**src/gas_pkg.sv**
```systemverilog
// ----------------------------------------------------------------------------
// gas_pkg
// types and constants shared by the grid a* search unit
// ----------------------------------------------------------------------------
package gas_pkg;

    localparam int DEF_MAX_WIDTH  = 64;
    localparam int DEF_MAX_HEIGHT = 64;

    localparam logic [23:0] COST_MAX      = 24'hFFFFFF;
    localparam logic [23:0] COST_STRAIGHT = 24'd1000;
    localparam logic [23:0] COST_DIAG     = 24'd1410;

    localparam logic CFG_WIDTH  = 1'b0;
    localparam logic CFG_HEIGHT = 1'b1;

    typedef enum logic [1:0] {
        CMD_WRITE  = 2'd0,
        CMD_SEARCH = 2'd1,
        CMD_READ   = 2'd2,
        CMD_NONE   = 2'd3
    } t_cmd;

    typedef enum logic [2:0] {
        ST_OK      = 3'd0,
        ST_SAME    = 3'd1,
        ST_OUTSIDE = 3'd2,
        ST_NO_PATH = 3'd3,
        ST_BEYOND  = 3'd4
    } t_status;

    typedef enum logic [25:0] {
        S_CLRMAP  = 26'd1 << 0,
        S_IDLE    = 26'd1 << 1,
        S_DISP    = 26'd1 << 2,
        S_RDWAIT  = 26'd1 << 3,
        S_CLRNODE = 26'd1 << 4,
        S_INIT    = 26'd1 << 5,
        S_POPCHK  = 26'd1 << 6,
        S_POPRD   = 26'd1 << 7,
        S_POPRD2  = 26'd1 << 8,
        S_SDL     = 26'd1 << 9,
        S_SDR     = 26'd1 << 10,
        S_SDC     = 26'd1 << 11,
        S_SDCMP   = 26'd1 << 12,
        S_NODERD  = 26'd1 << 13,
        S_NODEWB  = 26'd1 << 14,
        S_NBADDR  = 26'd1 << 15,
        S_NBBLK   = 26'd1 << 16,
        S_NBNODE  = 26'd1 << 17,
        S_NBF     = 26'd1 << 18,
        S_SU      = 26'd1 << 19,
        S_SUCMP   = 26'd1 << 20,
        S_NBNEXT  = 26'd1 << 21,
        S_PCCHK   = 26'd1 << 22,
        S_PCWT    = 26'd1 << 23,
        S_PSCHK   = 26'd1 << 24,
        S_PSWT    = 26'd1 << 25
    } t_state;

    // controller to datapath
    typedef struct packed {
        t_state op;
        logic   accept;
    } t_ctl;

    // datapath to controller
    typedef struct packed {
        t_cmd cmd;
        logic clr_done;
        logic search_go;
        logic read_ok;
        logic heap_empty;
        logic sd_stop;
        logic sd_has_r;
        logic sd_stop_cmp;
        logic closed;
        logic at_target;
        logic nb_skip_addr;
        logic nb_skip_blk;
        logic nb_improve;
        logic su_root;
        logic su_stop;
        logic d_last;
        logic pc_at_s;
        logic ps_zero;
    } t_sts;

endpackage

```
**src/gas_ctrl.sv**
```systemverilog
// ----------------------------------------------------------------------------
// gas_ctrl
// sequencer for commands, clearing passes, heap sifts and path walk
// ----------------------------------------------------------------------------
module gas_ctrl (
    input  logic          i_clk,
    input  logic          i_rst_n,
    input  logic          i_start,
    input  gas_pkg::t_sts i_sts,
    output gas_pkg::t_ctl o_ctl,
    output logic          o_busy
);
    import gas_pkg::*;

    t_state r_state, n_state;

    always_comb begin
        n_state = r_state;
        unique case (r_state)
            S_CLRMAP:  if (i_sts.clr_done) n_state = S_IDLE;
            S_IDLE:    if (i_start) n_state = S_DISP;
            S_DISP: begin
                unique case (i_sts.cmd)
                    CMD_SEARCH: n_state = i_sts.search_go ? S_CLRNODE : S_IDLE;
                    CMD_READ:   n_state = i_sts.read_ok ? S_RDWAIT : S_IDLE;
                    default:    n_state = S_IDLE;
                endcase
            end
            S_RDWAIT:  n_state = S_IDLE;
            S_CLRNODE: if (i_sts.clr_done) n_state = S_INIT;
            S_INIT:    n_state = S_POPCHK;
            S_POPCHK:  n_state = i_sts.heap_empty ? S_IDLE : S_POPRD;
            S_POPRD:   n_state = S_POPRD2;
            S_POPRD2:  n_state = i_sts.heap_empty ? S_NODERD : S_SDL;
            S_SDL:     n_state = i_sts.sd_stop ? S_NODERD : S_SDR;
            S_SDR:     n_state = i_sts.sd_has_r ? S_SDC : S_SDCMP;
            S_SDC:     n_state = S_SDCMP;
            S_SDCMP:   n_state = i_sts.sd_stop_cmp ? S_NODERD : S_SDL;
            S_NODERD:  n_state = S_NODEWB;
            S_NODEWB: begin
                if (i_sts.closed) n_state = S_POPCHK;
                else if (i_sts.at_target) n_state = S_PCCHK;
                else n_state = S_NBADDR;
            end
            S_NBADDR:  n_state = i_sts.nb_skip_addr ? S_NBNEXT : S_NBBLK;
            S_NBBLK:   n_state = i_sts.nb_skip_blk ? S_NBNEXT : S_NBNODE;
            S_NBNODE:  n_state = i_sts.nb_improve ? S_NBF : S_NBNEXT;
            S_NBF:     n_state = S_SU;
            S_SU:      n_state = i_sts.su_root ? S_NBNEXT : S_SUCMP;
            S_SUCMP:   n_state = i_sts.su_stop ? S_NBNEXT : S_SU;
            S_NBNEXT:  n_state = i_sts.d_last ? S_POPCHK : S_NBADDR;
            S_PCCHK:   n_state = i_sts.pc_at_s ? S_PSCHK : S_PCWT;
            S_PCWT:    n_state = S_PCCHK;
            S_PSCHK:   n_state = i_sts.ps_zero ? S_IDLE : S_PSWT;
            S_PSWT:    n_state = S_PSCHK;
            default:   n_state = S_IDLE;
        endcase
    end

    always_ff @(posedge i_clk) begin
        if (!i_rst_n) begin
            r_state <= S_CLRMAP;
        end else begin
            r_state <= n_state;
        end
    end

    assign o_ctl.op     = r_state;
    assign o_ctl.accept = (r_state == S_IDLE) && i_start;
    assign o_busy       = (r_state != S_IDLE);
endmodule

```
**config.mk**
```make
export PLATFORM = sky130hd
export DESIGN_NAME = gas_ctrl
export DESIGN_NICKNAME = d
export VERILOG_FILES = /design/src/gas_pkg.sv /design/src/gas_ctrl.sv
export SDC_FILE = /design/constraint.sdc
export NUM_CORES = 1
export LEC_CHECK = 0
export BUFFER_PORTS_ARGS = -buffer_cell sky130_fd_sc_hd__buf_2
export CAP_MARGIN = 15
export CORE_MARGIN = 1.5
export CORE_UTILIZATION = 35
export CTS_CLUSTER_DIAMETER = 80
export CTS_CLUSTER_SIZE = 30
export DETAILED_ROUTE_END_ITERATION = 16
export PLACE_DENSITY = 0.63
export SETUP_SLACK_MARGIN = 0.4
export SLEW_MARGIN = 20
export SYNTH_ARGS = -nofsm -noshare
export SYNTH_HDL_FRONTEND = slang
export SYNTH_SLANG_ARGS = --single-unit
```
**constraint.sdc**
```tcl
create_clock -name i_clk -period 6.2 [get_ports i_clk]
set_clock_uncertainty 0.1 [all_clocks]
set_input_delay 1.24 -clock i_clk [delete_from_list [all_inputs] [get_ports i_clk]]
set_output_delay 1.24 -clock i_clk [all_outputs]
set_load 0.05 [all_outputs]
```
Yosys cells after proc, flatten, opt, wreduce, memory -nomap -nowiden. Cells that the tools add are included.

Output and inout port bits: 28. Word-level logic and storage cells: 56. Register bits: 26. Input port bits: 22.

Eq/ne operators: 31. Multiplexer cells: 22. Reductions and logical operators: 2.

Operators by type and width (count): $pmux W26 S25 (1); $mux W22 (5); $mux W26 (4); $mux W23 (2); $mux W14 (3); $eq A26 B1 Y1 const B (1); $eq A26 B10 Y1 const B (1); $eq A26 B11 Y1 const B (1); $eq A26 B12 Y1 const B (1); $eq A26 B13 Y1 const B (1); $eq A26 B14 Y1 const B (1); $eq A26 B15 Y1 const B (1); $eq A26 B16 Y1 const B (1); $eq A26 B17 Y1 const B (1); $eq A26 B18 Y1 const B (1); $eq A26 B19 Y1 const B (1); $eq A26 B2 Y1 const B (1); $eq A26 B20 Y1 const B (1); $eq A26 B21 Y1 const B (1); $eq A26 B22 Y1 const B (1); $eq A26 B23 Y1 const B (1); $eq A26 B24 Y1 const B (1); $eq A26 B25 Y1 const B (1); $eq A26 B26 Y1 const B (1); other kinds (19) (21).

Depth between registers and ports, before layout. Gate-level depths: netlist of run 1.

Depth after elaboration: 3. Mapped depth: 8. Gate-level depth less buffers: 7.

Worst setup path after synthesis of run 1. Ideal clock, no wire load.

Kind: reg2out. Start: reg r_state[8]. End: out o_ctl[0] (netlist name). Arrival time: 2.430 ns. Data required time: 4.860 ns. Cell stages (with the launch flop): 5. Setup slack: 2.430 ns. Cells stage by stage: dfxtp_1 > nor4_4 > nand4_2 > or4_4 > nor2_1.

RTL lines: from (decl) (line gas_ctrl.sv:15) `t_state r_state, n_state;`; from (signal assigned) (line gas_ctrl.sv:64) `r_state <= n_state;`; to (decl) (line gas_ctrl.sv:10) `output gas_pkg::t_ctl o_ctl,`.

==> results of run 1 <==
-- final cells by class --
type	instances	area [um2]	area share [%]
Clock buffer	4	55.1	2.81
Timing Repair Buffer	49	245	12.5
Multi-Input combinational cell	153	1020	52.1
Tap cell	52	65.1	3.32
Sequential cell	26	520	26.6
Inverter	14	52.6	2.68
-- kinds of logic (layout without fill, tap and decap cells) --
logic type      count (synthesis)  after routing  share of synthesized area [%]
compound gates                 37             37                           14.6
xor+xnor                        7              7                           3.79
fa+ha+maj                       2              2                           1.55
buf+inv                        19             67                           4.72
flops                          26             26                           32.2
simple gates                  107            107                           43.2
-- final timing paths --
check                      startpoint                 endpoint  cells after the start
max           r_state[9]$_SDFFE_PN0P_                 o_ctl[0]                      5
min           r_state[0]$_SDFFE_PN1P_  r_state[0]$_SDFFE_PN1P_                      2
max reg2reg  r_state[17]$_SDFFE_PN0P_  r_state[8]$_SDFFE_PN0P_                      6
min reg2reg   r_state[0]$_SDFFE_PN1P_  r_state[0]$_SDFFE_PN1P_                      2
-- worst reg2reg max path: cells and delay by family, from the launching register on --
kind               cells  cell delay (ns)
DFF                    1             0.39
and+or+nand+nor        5             1.75
AOI/OAI and AO/OA      1             0.17
-- layer usage --
layer / track usage (%) / share of wire (%) / vias up
met5: 0 / 0 / -
met4: 4.40 / 1.2 / 0
met3: 2.99 / 4.9 / 5
met2: 25.6 / 46 / 42
met1: 22.8 / 48 / 734
li1: - / - / 825
-- power groups by stage --
stage                     Combinational, mW  Clock [mW]  Sequential [mW]
after floorplan                      0.0258           0            0.179
after global placement               0.0459           0            0.174
after detailed placement             0.0464           0            0.174
after CTS                            0.0465       0.117            0.170
after global routing                 0.0506       0.123            0.171
final                                0.0464       0.113            0.170
-- layout by cell type, fill, tap and decap left out, types with 2 or more instances in the layout --
cell | Yosys | layout
sky130_fd_sc_hd__buf_2 | 1 | 49
sky130_fd_sc_hd__dfxtp_1 | 26 | 26
sky130_fd_sc_hd__nor2_1 | 23 | 23
sky130_fd_sc_hd__nand2_1 | 16 | 16
sky130_fd_sc_hd__o21ai_0 | 15 | 15
sky130_fd_sc_hd__inv_1 | 14 | 14
sky130_fd_sc_hd__nor3_1 | 13 | 13
sky130_fd_sc_hd__a21oi_1 | 7 | 7
sky130_fd_sc_hd__xor2_1 | 6 | 6
sky130_fd_sc_hd__or3_1 | 5 | 5
sky130_fd_sc_hd__nand2b_1 | 5 | 5
sky130_fd_sc_hd__nand3_1 | 5 | 5
sky130_fd_sc_hd__nor4_4 | 4 | 4
sky130_fd_sc_hd__nand4b_1 | 4 | 4
sky130_fd_sc_hd__nor4_1 | 4 | 4
sky130_fd_sc_hd__clkbuf_8 | 0 | 4
sky130_fd_sc_hd__nor2b_1 | 3 | 3
sky130_fd_sc_hd__or4_4 | 2 | 2
sky130_fd_sc_hd__and3b_1 | 2 | 2
sky130_fd_sc_hd__or4_1 | 2 | 2
sky130_fd_sc_hd__o21a_1 | 2 | 2
sky130_fd_sc_hd__or4b_2 | 2 | 2
sky130_fd_sc_hd__nand4_1 | 2 | 2
sky130_fd_sc_hd__nand3b_1 | 2 | 2
sky130_fd_sc_hd__nor3b_1 | 2 | 2
sky130_fd_sc_hd__a222oi_1 | 2 | 2
sky130_fd_sc_hd__ha_1 | 2 | 2
-- Yosys cell counts, types with 2 or more instances --
| cell type | number | area, um2 |
|---|---|---|
| sky130_fd_sc_hd__or3_1 | 5 | 31.3 |
| sky130_fd_sc_hd__or4b_2 | 2 | 20.0 |
| sky130_fd_sc_hd__a21oi_1 | 7 | 35.0 |
| sky130_fd_sc_hd__ha_1 | 2 | 25.0 |
| sky130_fd_sc_hd__nor4_1 | 4 | 25.0 |
| sky130_fd_sc_hd__xor2_1 | 6 | 52.6 |
| sky130_fd_sc_hd__nor3b_1 | 2 | 15.0 |
| sky130_fd_sc_hd__nand2b_1 | 5 | 31.3 |
| sky130_fd_sc_hd__nor2b_1 | 3 | 18.8 |
| sky130_fd_sc_hd__or4_1 | 2 | 15.0 |
| sky130_fd_sc_hd__nor4_4 | 4 | 85.1 |
| sky130_fd_sc_hd__and3b_1 | 2 | 17.5 |
| sky130_fd_sc_hd__or4_4 | 2 | 22.5 |
| sky130_fd_sc_hd__o21ai_0 | 15 | 75.1 |
| sky130_fd_sc_hd__o21a_1 | 2 | 15.0 |
| sky130_fd_sc_hd__inv_1 | 14 | 52.6 |
| sky130_fd_sc_hd__nor2_1 | 23 | 86.3 |
| sky130_fd_sc_hd__nand4_1 | 2 | 12.5 |
| sky130_fd_sc_hd__nand2_1 | 16 | 60.1 |
| sky130_fd_sc_hd__clkbuf_1 | 3 | 11.3 |
| sky130_fd_sc_hd__a222oi_1 | 2 | 20.0 |
| sky130_fd_sc_hd__nand4b_1 | 4 | 35.0 |
| sky130_fd_sc_hd__nor3_1 | 13 | 65.1 |
| sky130_fd_sc_hd__dfxtp_1 | 26 | 521 |
| sky130_fd_sc_hd__nand3b_1 | 2 | 15.0 |
| sky130_fd_sc_hd__nand3_1 | 5 | 25.0 |
-- metrics by stage --
stage / cells / hold slack [ns] / setup WS (ns) / util, %
6_report: 298 / 0.460 / 2.69 / 44.4
2_1_floorplan: 198 / 0.624 / 2.43 / -
3_5_place_dp: 294 / 0.440 / 2.99 / 43.1
4_1_cts: 298 / 0.458 / 2.67 / 44.4
5_1_grt: 298 / 0.471 / 2.59 / 44.4
3_3_place_gp: 294 / 0.434 / 3.01 / 43.1
==> impl_metrics.csv, run 1 <==
group,metric,value,unit
global_routing,grt_max_degree,15,
timing,min_period,3.51,ns
pwr,powerDensity,169,mW/mm2
cells_and_area,reg_top3,"r_state x26",
floorplan,die-height,71.0,um
critical_path,rrSetupSlack,3.66,ns
place,finalWeightedCongestion,0.824,
detailed_routing,routed_wire_length_per_instance,13.6,um
pwr,ir_drop,0.0000854,V
yosys,net_count_synth,222,
pwr,power.switching,0.0882,mW
run,max-cap-violations,0,
timing,worst-slew-pin-transition,0.554,ns
pwr,power.static_leakage,0.871,nW
global_routing,first_global_vias,1365,
place,detailedPlacementHpwl,3140,um
floorplan,fp.coreArea,0.00441,mm2
clock_network,post_cts_hold_buffer_count,0,
clock_network,numClockSinks,26,
cells_and_area,nets,271,
critical_path,worstPathRequired,4.86,ns
yosys,synth-edff-count,0,
timing,final-hold-violation-count,0,
critical_path,crit_path_max_fanout,8,
detailed_routing,detail_route.drc_violations,0,
pwr,power.share.clock,34.3,%
critical_path,critical_path_class,"reg2out",
cells_and_area,post_route_cells_drive_above_1_share,27.2,%
yosys,dominantRegCellSynth,"sky130_fd_sc_hd__dfxtp_1",
floorplan,placement_rows,24,
pwr,total_power,0.330,mW
cells_and_area,largest_register_ff_count,26,
critical_path,critical-path-top-delay-family,"simple AND/OR/NAND/NOR gates",
pwr,power_frac_comb,14.0,%
yosys,async_flop_share,0,%
floorplan,floorplan.initialDensity,36.6,%
critical_path,critical_path_arrival,2.17,ns
critical_path,timing.critical_path.buf_inv,1,
clock_network,cts_root_buf,"sky130_fd_sc_hd__clkbuf_8",
pwr,share_seq_of_total_power,51.6,%
timing,max_slew_margin,62.7,%
yosys,mappedNetlistArea,0.00162,mm2
floorplan,floorplan.io_pins,50,
detailed_routing,drt_iter0_markers,65,
clock_network,htreeDepth,1,
clock_network,clk_latency,0.28,ns
timing,setup_viol,0,
yosys,synthesis.instances,198,
hold_path,hold_crit_path_type,"reg2reg",
critical_path,cp-start-kind,"register",
cells_and_area,largest-register,"r_state",
global_routing,grt.overflow.total,0,
timing,achievable-frequency,285,MHz
timing,final.setup.tns,0,ns
timing,min_period_over_period,56.6,%
floorplan,fp.dieW,71.0,um
cells_and_area,flow.area_growth_from_synthesis,21.1,%
global_routing,grt_first_pass_wirelength,6470,um
critical_path,critical-path-max-stage-delay,0.54,ns
detailed_routing,drtAntennaViolNets,0,
pwr,cellInternalPower,0.242,mW
timing,final_max_slew_viol_count,0,
global_routing,grt_antenna_before_repair,0,
yosys,number_of_library_cell_types_mapped_by_synthesis,51,
critical_path,timing.critical_path.cells,"nor4_4 -> nand4_2 -> or4_4 -> nor2_1 -> buf_2",
status,outcome,"finished clean",
cells_and_area,final_area,0.00196,mm2
cells_and_area,number_of_antenna_cells_inserted,0,
pwr,switching_share,26.7,%
place,placedInstanceArea,0.00190,mm2
critical_path,timing.critical_path.slowest_stage_cell,"sky130_fd_sc_hd__or4_4",
critical_path,cp_endpoint_kind,"primary output",
global_routing,gr-usage-all-layers,16.2,%
yosys,seq_area_frac_synth,32.2,%
clock_network,clkSlewWorstSetupHoldPaths,0.09,ns
clock_network,clock_tree_from_tritoncts,"done",
detailed_routing,routed_via_density,5.39,
clock_network,clk_path_buf_depth,2,
yosys,synth.ff_latch_count,26,
cells_and_area,layout.filler_cells,476,
clock_network,inserted_clock_buffers,3,
clock_network,post_cts.resized_instances,0,
detailed_routing,route.final.wire_length,4040,um
place,portBuffers,49,
yosys,yosysWarnings,0,
floorplan,die-area,0.00504,mm2
detailed_routing,detailedRoute.firstPassIterationCount,4,
yosys,synth_area_per_cell,8.16,um2
timing,grt_setup_unrepaired,"no",
detailed_routing,num_vias,1606,
clock_network,post-cts-setup-buffers,0,
No activity file was read; power rests on OpenSTA's default activity.
==> inputs of run 2 (changes only) <==
PLACE_DENSITY = 0.65   (was 0.63)
clock period = 3.1 ns   (was 6.2 ns; I/O delays follow)
==> impl_metrics.csv, run 2 (synthesized netlist as in run 1, its figures left out) <==
group,metric,value,unit
status,outcome,"finished clean",
cells_and_area,reg_top3,"r_state x26",
global_routing,grt_first_pass_wirelength,7030,um
floorplan,fp.dieW,71.0,um
timing,worst-slew-pin-transition,0.668,ns
critical_path,timing.critical_path.buf_inv,1,
pwr,share_seq_of_total_power,46.6,%
detailed_routing,highest-signal-layer,"met4",
detailed_routing,num_vias,1669,
timing,final_max_slew_viol_count,0,
critical_path,timing.critical_path.cells,"nor4_4 -> nand4b_1 -> or4_4 -> nor2_4 -> buf_6",
critical_path,crit_path_max_fanout,7,
pwr,power_frac_comb,13.1,%
cells_and_area,nets,275,
pwr,ir_drop,0.000179,V
pwr,cellInternalPower,0.543,mW
hold_path,hold_crit_path_type,"in2reg",
floorplan,floorplan.io_pins,50,
critical_path,r2r.worst_path.cells,7,
timing,achievable-frequency,372,MHz
floorplan,fp.coreArea,0.00441,mm2
hold_path,hold_start,"i_sts[6]",
critical_path,cp_endpoint_kind,"primary output",
place,detailedPlacementHpwl,3180,um
cells_and_area,flow.area_growth_from_synthesis,26.4,%
cells_and_area,largest_register_ff_count,26,
timing,finalWorstSetupSlack,0.411,ns
detailed_routing,routed_wire_length_per_instance,14.1,um
hold_path,hold-path-endpoint,"r_state[17]$_SDFFE_PN0P_",
clock_network,inserted_clock_buffers,3,
clock_network,clk_path_buf_depth,2,
place,finalWeightedCongestion,0.823,
clock_network,cts_root_buf,"sky130_fd_sc_hd__clkbuf_8",
pwr,power.switching,0.185,mW
cells_and_area,post_route_cells_drive_above_1_share,32.4,%
place,placement.setup.worst_slack,0.591,ns
critical_path,regToRegStartpoint,"r_state[12]$_SDFFE_PN0P_",
floorplan,floorplan.initialDensity,36.6,%
critical_path,critical-path-top-delay-family,"simple AND/OR/NAND/NOR gates",
critical_path,rrSetupSlack,0.56,ns
global_routing,grt.overflow.total,0,
cells_and_area,sequential_cell_area,534,um2
timing,grt_setup_unrepaired,"yes",
detailed_routing,met1_routed_wirelength_after_detailed_routing,2010,um
critical_path,critical_path_arrival,1.97,ns
timing,min_period,2.69,ns
pwr,power.share.clock,40.3,%
critical_path,critical_path_class,"reg2out",
cells_and_area,multiInputGateArea,0.00104,mm2
detailed_routing,drt_iter0_markers,91,
cells_and_area,layout_commonest_cell,"sky130_fd_sc_hd__buf_2",
clock_network,numClockSinks,26,
detailed_routing,wl_met3,191,um
critical_path,cp-start-kind,"register",
detailed_routing,detailedRoute.firstPassIterationCount,7,
clock_network,clock_tree_from_tritoncts,"done",
timing,setup_viol,0,
critical_path,critical-path-max-stage-delay,0.53,ns
clock_network,clkSlewWorstSetupHoldPaths,0.10,ns
global_routing,gr-usage-all-layers,17.5,%
detailed_routing,route.final.wire_length,4270,um
pwr,powerDensity,356,mW/mm2
detailed_routing,met2_length,1990,um
cells_and_area,final_core_utilization,46.3,%
timing,holdWs,0.403,ns
timing,max_slew_margin,55.1,%
pwr,power.static_leakage,0.904,nW
global_routing,first_global_vias,1526,
cells_and_area,mostFrequentLayoutCells,"48 x sky130_fd_sc_hd__buf_2, 22 x sky130_fd_sc_hd__nor2_1, 19 x sky130_fd_sc_hd__dfxtp_1, 16 x sky130_fd_sc_hd__nand2_1, 15 x sky130_fd_sc_hd__o21ai_0",
cells_and_area,largest-register,"r_state",
run,max-cap-violations,0,
global_routing,grt_antenna_before_repair,0,
timing,final-hold-violation-count,0,
critical_path,worst_r2r_endpoint,"r_state[8]$_SDFFE_PN0P_",
hold_path,holdPathStages,2,
floorplan,placement_rows,24,
floorplan,die-height,71.0,um
clock_network,htreeDepth,1,
cells_and_area,number_of_antenna_cells_inserted,0,
cells_and_area,layout.filler_cells,461,
cells_and_area,final_area,0.00204,mm2
place,placedInstanceArea,0.00192,mm2
critical_path,timing.critical_path.slowest_stage_cell,"sky130_fd_sc_hd__or4_4",
timing,min_period_over_period,86.8,%
global_routing,grt_max_degree,16,
detailed_routing,routed_via_density,5.53,
detailed_routing,detail_route.drc_violations,0,
timing,final.setup.tns,0,ns
floorplan,die-area,0.00504,mm2
detailed_routing,drtAntennaViolNets,0,
pwr,switching_share,25.4,%
place,portBuffers,49,
critical_path,worstPathRequired,2.38,ns
clock_network,clk_latency,0.28,ns
-- run 2: cell types whose count changed in the layout (fill, tap and decap cells not counted), moves of 2 or more --
| cell | previous run | this run |
|---|---|---|
| sky130_fd_sc_hd__dfxtp_1 | 26 | 19 |
| sky130_fd_sc_hd__dfxtp_2 | 0 | 5 |
| sky130_fd_sc_hd__buf_4 | 0 | 4 |
| sky130_fd_sc_hd__dfxtp_4 | 0 | 2 |
-- run 2: repair_timing --
action / in CTS / in global routing
hold buffers: 0 / 0
endpoints found under the setup margin: 1 / 3
pin swaps: 6 / 3
resized for setup: 4 / 3
setup buffers: 3 / 1
-- run 2: how the worst max path moves through the flow --
stage | slack [ns] | cells after the start | end | start
2_1_floorplan | 0.40 | 4 | o_ctl[0] | r_state[9]$_SDFFE_PN0P_
3_3_place_gp | 0.61 | 5 | o_ctl[0] | r_state[22]$_SDFFE_PN0P_
3_5_place_dp | 0.59 | 5 | o_ctl[0] | r_state[9]$_SDFFE_PN0P_
4_1_cts | 0.38 | 5 | o_ctl[0] | r_state[13]$_SDFFE_PN0P_
5_1_grt | 0.37 | 5 | o_ctl[0] | r_state[12]$_SDFFE_PN0P_
6_report | 0.41 | 5 | o_ctl[0] | r_state[12]$_SDFFE_PN0P_
-- run 2: stage by stage --
stage | total power [mW] | std cells
CTS | 0.734 | 301
floorplan | 0.410 | 198
global placement | 0.442 | 294
finish | 0.728 | 302
detailed placement | 0.443 | 294
global route | 0.760 | 302
-- run 2: cell type report --
type	instances	area share [%]
Sequential cell	26	26.1
Tap cell	52	3.18
Clock inverter	1	1.47
Inverter	14	2.57
Clock buffer	3	2.02
Multi-Input combinational cell	153	50.8
Timing Repair Buffer	53	13.8
-- run 2: power groups by stage --
| stage | logic [mW] | clock network, mW | registers [mW] |
|---|---|---|---|
| after floorplan | 0.0530 | 0 | 0.357 |
| after global placement | 0.0927 | 0 | 0.349 |
| after detailed placement | 0.0938 | 0 | 0.349 |
| after CTS | 0.0949 | 0.299 | 0.340 |
| after global routing | 0.105 | 0.314 | 0.341 |
| final | 0.0954 | 0.293 | 0.340 |
-- run 2: per-layer routing --
metal,GRT usage [%],vias up
li1,-,831
met1,23.7,779
met3,2.42,9
met5,0,-
met2,28.9,50
met4,5.66,0
